**config.mk**
```make
export PLATFORM = sky130hd
export DESIGN_NAME = tt_ctrl
export DESIGN_NICKNAME = d
export VERILOG_FILES = /design/src/rtl/core/tt_pkg.sv /design/src/rtl/core/tt_ctrl.sv
export SDC_FILE = /design/constraint.sdc
export NUM_CORES = 1
export LEC_CHECK = 0
export ABC_AREA = 1
export BUFFER_PORTS_ARGS = -buffer_cell sky130_fd_sc_hd__buf_2
export CAP_MARGIN = 30
export CORE_UTILIZATION = 54
export CTS_BUF_LIST = sky130_fd_sc_hd__clkbuf_16
export DETAILED_ROUTE_END_ITERATION = 8
export PLACE_DENSITY_LB_ADDON = 0.08
export SYNTH_ARGS = -nofsm -noshare
export SYNTH_HDL_FRONTEND = slang
export SYNTH_SLANG_ARGS = --single-unit
export TNS_END_PERCENT = 50
```
**constraint.sdc**
```tcl
create_clock -name clk -period 2.81 [get_ports clk]
set_input_delay 0.4215 -clock clk [delete_from_list [all_inputs] [get_ports clk]]
set_output_delay 0.4215 -clock clk [all_outputs]
set_load 0.005 [all_outputs]
```
**src/rtl/core/tt_pkg.sv**
```systemverilog
// types and constants of the taylor trig unit
`timescale 1ns / 1ps
package tt_pkg;
	localparam int FRAC_BITS = 28;
	localparam int THETA_W   = 32;
	localparam int VAL_W     = 48;
	localparam int ANG_W     = THETA_W + 1;
	localparam int XM_W      = 32;
	localparam int X2_W      = 36;
	localparam int MAG_W     = 62;
	localparam int DIG_W     = 12;
	localparam int N_DIG     = X2_W / DIG_W;
	localparam int PP_W      = MAG_W + DIG_W;
	localparam int ACC_W     = MAG_W + X2_W;
	localparam int DVD_W     = 96;
	localparam int REM_W     = MAG_W + 1;
	localparam int K_W       = 8;
	localparam int KK_W      = 2 * K_W;
	localparam int CNT_W     = 7;
	localparam int SER_N     = ACC_W - FRAC_BITS;
	localparam int FIN_N     = MAG_W + FRAC_BITS;
	localparam int SUM_W     = 64;

	localparam logic [MAG_W-1:0] MAG_LIMIT = {2'b01, {(MAG_W-2){1'b0}}};
	localparam logic signed [SUM_W-1:0] SUM_MAX = 64'sh2000_0000_0000_0000;
	localparam logic signed [SUM_W-1:0] SUM_MIN = -SUM_MAX;
	localparam logic signed [SUM_W-1:0] OUT_MAX = 64'sh0000_7FFF_FFFF_FFFF;
	localparam logic signed [SUM_W-1:0] OUT_MIN = -OUT_MAX - 64'sd1;
	localparam logic signed [ANG_W-1:0] HALF_PI = 33'sd421657428;
	localparam logic [K_W-1:0] K_FIRST = 8'd3;

	typedef enum logic [1:0] {
		KIND_SIN = 2'd0,
		KIND_COS = 2'd1,
		KIND_TAN = 2'd2,
		KIND_COT = 2'd3
	} kind_t;

	typedef enum logic [3:0] {
		ST_IDLE,
		ST_INIT,
		ST_SQ,
		ST_CHECK,
		ST_MUL,
		ST_DIVS,
		ST_DIVW,
		ST_NEXT,
		ST_SAVE,
		ST_FCHK,
		ST_FDIVW,
		ST_FIN
	} state_t;

	typedef struct packed {
		logic       load;
		logic       init;
		logic       use_cos;
		logic       sq;
		logic       add;
		logic       set_nc;
		logic       mul_step;
		logic [1:0] dig;
		logic       div_term;
		logic       term_done;
		logic       save;
		logic       div_final;
		logic       finish;
	} cmd_t;

	typedef struct packed {
		kind_t kind;
		logic  mag_gt_tol;
		logic  div_busy;
		logic  den_zero;
	} stat_t;
endpackage

```
**src/rtl/core/tt_ctrl.sv**
```systemverilog
// sequencer of the taylor trig unit
`timescale 1ns / 1ps
module tt_ctrl
	import tt_pkg::*;
#(
	parameter int MAX_TERMS = 32
) (
	input  logic       clk,
	input  logic       arst_n,
	input  logic       in_valid,
	output logic       in_ready,
	input  logic [1:0] in_kind,
	output logic       out_valid,
	input  logic       out_ready,
	output cmd_t       cmd,
	input  stat_t      stat
);
	localparam int N_W = $clog2(MAX_TERMS + 1);

	state_t         state_q, state_d;
	logic [N_W-1:0] n_q;
	logic [1:0]     dig_q;
	logic           cos_q;
	logic           out_valid_q;
	logic           in_acc, out_free, at_max;

	assign in_acc   = in_valid && (state_q == ST_IDLE);
	assign out_free = !out_valid_q || out_ready;
	assign at_max   = n_q == N_W'(MAX_TERMS);

	always_comb begin
		state_d = state_q;
		unique case (state_q)
			ST_IDLE:  if (in_valid) state_d = ST_INIT;
			ST_INIT:  state_d = ST_SQ;
			ST_SQ:    state_d = ST_CHECK;
			ST_CHECK: begin
				if (!stat.mag_gt_tol || at_max) begin
					state_d = ST_SAVE;
				end else begin
					state_d = ST_MUL;
				end
			end
			ST_MUL:   if (dig_q == 2'd0) state_d = ST_DIVS;
			ST_DIVS:  state_d = ST_DIVW;
			ST_DIVW:  if (!stat.div_busy) state_d = ST_NEXT;
			ST_NEXT:  state_d = ST_CHECK;
			ST_SAVE: begin
				priority if (!cos_q && stat.kind != KIND_SIN) begin
					state_d = ST_INIT;
				end else if (stat.kind == KIND_TAN || stat.kind == KIND_COT) begin
					state_d = ST_FCHK;
				end else begin
					state_d = ST_FIN;
				end
			end
			ST_FCHK:  state_d = stat.den_zero ? ST_FIN : ST_FDIVW;
			ST_FDIVW: if (!stat.div_busy) state_d = ST_FIN;
			ST_FIN:   if (out_free) state_d = ST_IDLE;
			default:  state_d = ST_IDLE;
		endcase
	end

	always_comb begin
		cmd         = '0;
		cmd.use_cos = cos_q;
		cmd.dig     = dig_q;
		unique case (state_q)
			ST_IDLE:  cmd.load = in_acc;
			ST_INIT:  cmd.init = 1'b1;
			ST_SQ:    cmd.sq = 1'b1;
			ST_CHECK: begin
				cmd.set_nc = stat.mag_gt_tol && at_max;
				cmd.add    = stat.mag_gt_tol && !at_max;
			end
			ST_MUL:   cmd.mul_step = 1'b1;
			ST_DIVS:  cmd.div_term = 1'b1;
			ST_NEXT:  cmd.term_done = 1'b1;
			ST_SAVE:  cmd.save = 1'b1;
			ST_FCHK:  cmd.div_final = !stat.den_zero;
			ST_FIN:   cmd.finish = out_free;
			default:  cmd = '0;
		endcase
	end

	always_ff @(posedge clk or negedge arst_n) begin
		if (!arst_n) begin
			state_q     <= ST_IDLE;
			n_q         <= '0;
			dig_q       <= '0;
			cos_q       <= 1'b0;
			out_valid_q <= 1'b0;
		end else begin
			state_q <= state_d;
			if (in_acc) begin
				cos_q <= in_kind == KIND_COS;
			end else if (state_q == ST_SAVE) begin
				cos_q <= 1'b1;
			end
			if (state_q == ST_INIT) begin
				n_q <= '0;
			end else if (state_q == ST_NEXT) begin
				n_q <= n_q + N_W'(1);
			end
			if (state_q == ST_CHECK) begin
				dig_q <= 2'(N_DIG - 1);
			end else if (state_q == ST_MUL) begin
				dig_q <= dig_q - 2'd1;
			end
			if (cmd.finish) begin
				out_valid_q <= 1'b1;
			end else if (out_ready) begin
				out_valid_q <= 1'b0;
			end
		end
	end

	assign in_ready  = state_q == ST_IDLE;
	assign out_valid = out_valid_q;
endmodule

```
After elaboration in Yosys (flattened, before gate mapping)
Cells that the tools add are included.
{ "op_classes": {"shifts": 0, "muxes": 30, "n_lt_le_gt_ge": 0, "div_mod_pow": 0, "eq_ne": 20, "n_mul": 0, "n_addsub": 2, "bitwise": 0, "n_reduce_logical": 22} }
{ "ops": {"columns": ["cell", "n"], "rows": [
  ["$pmux W4 S11", 1],
  ["$mux W4", 7],
  ["$eq A4 B3 Y1 const B", 4],
  ["$eq A4 B4 Y1 const B", 4],
  ["$mux W1", 15],
  ["$mux W6", 2],
  ["$mux W2", 5],
  ["$ne A2 B2 Y1 const B", 5],
  ["$reduce_bool A2 Y1", 5],
  ["$reduce_or A10 Y1", 1],
  ["$eq A4 B2 Y1 const B", 2],
  ["$add A6 B1 Y6 const B", 1],
  ["$eq A6 B6 Y1 const B", 1],
  ["$logic_not A1 Y1", 5],
  ["$reduce_and A5 Y1", 1],
  ["$eq A2 B2 Y1 const B", 2],
  ["$eq A4 B1 Y1 const B", 1],
  ["$logic_and A1 B1 Y1", 4],
  ["$logic_not A4 Y1", 1],
  ["$logic_or A1 B1 Y1", 3],
  ["$eq A2 B1 Y1 const B", 1],
  ["$logic_not A2 Y1", 1],
  ["$reduce_or A2 Y1", 1],
  ["$sub A2 B1 Y2 const B", 1]
]} }
{ "totals": {"latch_bits": 0, "reg_bits": 14, "mem_bits_rw": 0, "romBits": 0, "n_memories": 0} }

Depth between registers and ports, before layout
Gate-level depths: netlist of the first run.
{ "depth": {"depth_word": 5, "mapped_depth": 9, "mapped_depth_nobuf": 9} }

Worst setup path before layout of the first run
No wires, ideal clock.
{ "synth_timing": {"kind": "register to output", "from": "register state_q[3]", "to": "output port cmd[9] (netlist name)", "path_stages_with_launch": 6, "path_buffers": 0, "path_slack_ps": 1447, "t_arrival_ps": 942, "cell_sequence": "dfrtp_1 inv_1 nand2_1 nor2_1 nand3_1 inv_1"} }
{ "synth_rtl": {"columns": ["element", "line_no", "source"], "rows": [
  ["start: declaration", "tt_ctrl.sv:20", "state_t state_q, state_d;"],
  ["start signal: assignment", "tt_ctrl.sv:94", "state_q <= state_d;"],
  ["end: declaration", "tt_ctrl.sv:15", "output cmd_t cmd,"]
]} }

==> metrics.txt, run 1 <==
worst-case clock buffer depth=2; PwrDens=901 nW/um2; Worst Skew=2.12 ps; floorplan row count=14; IO buf count=26; Post CTS Setup Buffer Count=0; die height=44.2 um; Remaining DRCs=0; HP Class=in2async; Synth Register Bits=14; final-report hold violation count=0; Setup TNS Final=0 ps; status=finished clean; CTS Sinks=14; Die Footprint=1950 um2; Mean Syn Cell Area=6.41 um2; HPWL Detailed=1780 um; dominant synthesized flop cell=dfrtp_1; Warnings, synthesis=0; Placed Area=1110 um2; Antenna Nets Post-Route=0; Congestion Overflow GR=0; CP Capture Type=primary output; CORE AREA=1580 um2; DRT iter0 DRCs=47; hold_buf cts=0; Total Routing Usage GR=27.1%; leak pwr=0.715 nW; synth top area cells=dfrtp_1 (36%), nand2_1 (16%), inv_1 (11%); register area share after synthesis=36.5%; count leader, synth=nand2_1; Num CTS Buffers=3; most frequent CP cell=nor2_1; WP buf/inv=1; Via density=5.35; vias in the first global route=949; Ports=27; post-CTS sizing=0; Area Growth Syn to Fin=23.8%; Max-slew headroom=71.9%; Tcrit/Tclk final=67.0%; CTS HTree Levels=1; Routed wire per std cell=11.9 um; critical setup path kind=reg2out; Final Setup Violations=0; worst slew pin tran=417 ps; CP peak stage delay=430 ps; RSZ-0062 raised after global routing=no; routability cong.=0.886; Netlist cell types=18; final wirelength=2320 um; Initial DRT Pass Iterations=6; wire length of the first global-routing pass=3860 um; Worst R2R Path Depth=6; Clk Latency, worst-skew pair=240 ps; CP Cell Sequence=nor2_1, o21ai_0, nor2_1, buf_2; Critical R2R Launch=state_q[2]$_DFFE_PN0P_; crit path DAT=1460 ps; post-synth top area share=36.5%; layout cell share with drive strength beyond 1=17.8%; EDFF count, synth=0; Max VDD drop=0.000457 V; Synth async-reset ratio=100%; CTS root buffer=clkbuf_16; largest net degree at the start of global routing=15; synthesized cell area=961 um2; delay-heaviest family, CP=flip-flops; Post-Syn Instances=150; Reg clk slew, reported paths=50 ps; initial antenna violation count=0; post-layout instance area=1190 um2; max-cap viol count=0; slowest CP cell=dfrtp_1; vias=1048; synth cell count leaders=nand2_1 (40), inv_1 (28), nor2_1 (27); Nets=195; number of diodes=0; crit path max fanout=7; FF-to-FF End=n_q[2]$_DFFE_PN0P_; area leader, netlist=dfrtp_1; crit start category=register; Die Span X=44.2 um; R2R Setup Slk=1350 ps; Syn Nets=164; Critical Path RT=2390 ps; CTS tree=done; Pins Over Slew Limit=0; fmax=0.531 GHz; Initial Util=61.0%; post-layout util=75.5%; minimum clock period after layout=1880 ps
## worst register-to-register path, cell delays in order, from the launching register on
cell     delay (ps)
dfrtp_1         430
nor2_1          290
nand2_1         220
nand2_1         200
inv_1            80
nand2_1          60
o31ai_1          60
## sequential cells by signal, summed over array words and instances (netlist names)
signal / flops
out_valid: 1
dig_q: 2
state_q: 4
cos_q: 1
n_q: 6
## cell usage in the layout, fill, tap and decap left out, types with 2 or more instances in the layout
cell       synthesis  final
nand2_1           40     40
inv_1             28     28
nor2_1            27     27
buf_2              0     26
dfrtp_1           14     14
o21ai_0           11     11
nand3_1            9      9
nand4_1            5      5
a21oi_1            3      3
ha_1               3      3
clkbuf_16          0      3
o31ai_1            2      2
## kinds of logic (layout without fill, tap and decap cells)
family / Yosys count / in the layout / share of synthesized area (%)
AND/OR/NAND/NOR: 85 / 85 / 37.1
buffers and inverters: 29 / 59 / 11.3
AO/OA/AOI/OAI: 18 / 18 / 10.3
flip-flops: 14 / 14 / 36.5
adder cells (fa/ha/maj): 3 / 3 / 3.91
XOR/XNOR: 1 / 1 / 0.912
## cell type report
cell class	count	area [um2]
clock inverter	1	3.75
clock buffer	3	75.1
timing repair buffer	26	130
inverter	29	109
tap	16	20.0
fill	142	387
multi-input combinational	107	502
sequential	14	350
## power by group
group | switching, W | leakage [nW] | total (W) | internal (W)
combinational | 0.000321 | 0.493 | 0.000493 | 0.000172
sequential | 0.0000479 | 0.183 | 0.000306 | 0.000258
clock | 0.0000843 | 0.0385 | 0.000273 | 0.000188
## how the worst max path moves through the flow
stage                    to  cells after the start              startpoint  slack [ps]
floorplan            cmd[9]                      5  state_q[3]$_DFFE_PN0P_        1450
global placement    cmd[11]                      4  state_q[2]$_DFFE_PN0P_        1250
detailed placement  cmd[11]                      4  state_q[2]$_DFFE_PN0P_        1220
CTS                 cmd[11]                      4  state_q[2]$_DFFE_PN0P_         950
global route         cmd[5]                      4  state_q[2]$_DFFE_PN0P_         820
finish              cmd[11]                      4  state_q[2]$_DFFE_PN0P_         930
## routing by layer
| layer | vias up | track usage [%] | share of wire, % |
|---|---|---|---|
| met1 | 467 | 36.2 | 46 |
| met2 | 45 | 42.1 | 46 |
| met5 | - | 0 | 0 |
| met3 | 5 | 5.31 | 6.4 |
| met4 | 0 | 13.3 | 1.5 |
| li1 | 531 | - | - |
## stage by stage
| stage | worst slack (ps) | hold slack [ps] | cells | power (W) |
|---|---|---|---|---|
| floorplan | 1450 | 126 | 150 | 0.000635 |
| global placement | 1250 | 333 | 192 | 0.000777 |
| detailed placement | 1220 | 333 | 192 | 0.000790 |
| CTS | 948 | 72.8 | 196 | 0.00107 |
| global route | 816 | 93.6 | 196 | 0.00116 |
| finish | 927 | 66.1 | 196 | 0.00107 |
Power figures use the tool's default switching activity.
==> run 2: changes to the inputs <==
--- a/config.mk
+++ b/config.mk
@@ -8,7 +8,7 @@
 export ABC_AREA = 1
 export BUFFER_PORTS_ARGS = -buffer_cell sky130_fd_sc_hd__buf_2
 export CAP_MARGIN = 30
-export CORE_UTILIZATION = 54
+export CORE_UTILIZATION = 50
 export CTS_BUF_LIST = sky130_fd_sc_hd__clkbuf_16
 export DETAILED_ROUTE_END_ITERATION = 8
 export PLACE_DENSITY_LB_ADDON = 0.08
==> constraint.sdc (replaced) <==
create_clock -name clk -period 1.85 [get_ports clk]
set_input_delay 0.2775 -clock clk [delete_from_list [all_inputs] [get_ports clk]]
set_output_delay 0.2775 -clock clk [all_outputs]
set_load 0.005 [all_outputs]
==> metrics.txt, run 2 (synthesis results as in run 1) <==
status=finished clean; post-layout power=0.00163 W (+52%); wire length of the first global-routing pass=3760 um (-2.7%); DRT iter0 DRCs=26 (-45%); delay-heaviest family, CP=flip-flops; die height=45.8 um (+3.7%); Die Span X=45.8 um (+3.7%); HPWL Detailed=1900 um (+6.9%); Congestion Overflow GR=0 (unchanged); CTS root buffer=clkbuf_16; Setup TNS Final=0 ps (unchanged); Worst Skew=1.72 ps (-0.404 ps); Initial DRT Pass Iterations=4 (-2); Nets=196 (+0.51%); CORE AREA=1760 um2 (+12%); most frequent CP cell=inv_1; crit path max fanout=7 (unchanged); CTS tree=done; commonest non-fill, non-tap cell in the layout=nand2_1; slowest CP cell=dfrtp_1; final-report hold violation count=0 (unchanged); WP buf/inv=3 (+2); routability cong.=0.943 (+6.4%); Routed wire per std cell=11.8 um (-0.24%); CP Capture Type=primary output; Pins Over Slew Limit=0 (unchanged); number of diodes=0 (unchanged); initial antenna violation count=0 (unchanged); layout cell share with drive strength beyond 1=18.9% (+1.1 points); Ports=27 (unchanged); largest net degree at the start of global routing=15 (unchanged); Levels on crit path=6 (+2); Layout Cells excl Fill=205 (+4.6%); worst slew pin tran=393 ps (-24.8 ps); Initial Util=54.5% (-6.5 points); fmax=0.590 GHz; largest reg by FF count=n_q; PwrDens=1340 nW/um2 (+49%); max reg flops=6 (unchanged); Reg clk slew, reported paths=40 ps (about the same); leak pwr=0.718 nW (+0.41%); WHS Path Cells=2; post-layout util=68.7% (-6.8 points); critical setup path kind=reg2out; Critical Path RT=1570 ps (-820 ps); final hold slack=214 ps (+148 ps); Max VDD drop=0.000700 V (+53%); IO buf count=26 (unchanged); Die Footprint=2100 um2 (+7.6%); Top Registers=n_q x6, state_q x4, dig_q x2; HP Class=in2reg; vias=1047 (-0.095%); Tcrit/Tclk final=91.6%; crit start category=register; Max-slew headroom=73.5% (+1.7 points); Num CTS Buffers=3 (unchanged); CP Cell Sequence=inv_1, nand2_1, nor2_2, nand3_1, inv_1, buf_2; CP peak stage delay=450 ps (+20 ps); CTS HTree Levels=1 (unchanged); Antenna Nets Post-Route=0 (unchanged); Via density=5.11 (-4.5%); minimum clock period after layout=1690 ps; max-cap viol count=0 (unchanged); worst-case clock buffer depth=2 (unchanged); crit path DAT=1420 ps (-40 ps); Clk Latency, worst-skew pair=240 ps (about the same); final wirelength=2430 um (+4.3%); RSZ-0062 raised after global routing=no; Total Routing Usage GR=25.5% (-1.6 points); Remaining DRCs=0 (unchanged); most frequent cells in the layout=nand2_1 (40), inv_1 (28), buf_2 (26), nor2_1 (25), dfrtp_1 (14); Final Setup Violations=0 (unchanged); CTS Sinks=14 (unchanged); Placed Cells=201 (+4.7%); Area Growth Syn to Fin=26.2%; vias in the first global route=884 (-6.8%); floorplan row count=15 (+1); Worst R2R Path Depth=7 (+1)
-- run 2: changes by cell type in the layout (fill, tap and decap cells not counted), sizes merged --
cell | previous run | this run
clkinv | 1 | 0
dlygate4sd3 | 0 | 1
-- run 2: layout make-up --
type	count	area (um2)
fill	171	552
multi-input combinational	107	507
sequential	14	350
timing repair buffer	27	140
inverter	29	109
clock buffer	3	75.1
tap	25	31.3
-- run 2: path summary, 6_finish.rpt --
path                                        startpoint                     end  slack, ps
worst max register to register  state_q[3]$_DFFE_PN0P_  state_q[3]$_DFFE_PN0P_        440
min in group asynchronous                       arst_n      n_q[0]$_DFFE_PN0P_        470
worst min-delay path                        in_kind[1]       cos_q$_DFFE_PN0P_        210
max in group asynchronous                       arst_n  state_q[2]$_DFFE_PN0P_       1130
worst max-delay path            state_q[3]$_DFFE_PN0P_                  cmd[9]        160
worst min register to register       cos_q$_DFFE_PN0P_       cos_q$_DFFE_PN0P_        520
-- run 2: layer usage --
metal | part of all wire (%) | routed length (um) | vias to the layer above | GRT usage (%)
met1 | 40 | 965 | 465 | 28.3
met3 | 5.9 | 142 | 6 | 4.76
met2 | 52 | 1260 | 44 | 45.9
met4 | 2.4 | 59 | 0 | 12.4
met5 | 0 | 0 | - | 0
li1 | - | - | 532 | -
-- run 2: worst reg2reg max path: stages, from the launching register on --
cell     delay, ps
dfrtp_1        460
inv_1          110
nor2_1         220
nand3_1        210
nand3_1        120
nor2_1          70
nand2_1         60
nand2_1         50
-- run 2: timing repair --
action,CTS,global route
setup buffers,0,0
hold buffers,1,0
hold endpoints to repair,14,0
setup endpoints to repair,0,1
resized for setup,0,2
-- run 2: metrics by stage --
| stage | setup WS (ps) | cell area, um2 |
|---|---|---|
| global route | 29.9 | 1210 |
| floorplan | 631 | 961 |
| detailed placement | 380 | 1120 |
| global placement | 415 | 1120 |
| finish | 156 | 1210 |
| CTS | 115 | 1210 |
-- run 2: where the power goes --
part | switching [W] | internal (W)
logic | 0.000496 | 0.000269
registers | 0.0000768 | 0.000392
clock network | 0.000115 | 0.000282
total | 0.000687 | 0.000943
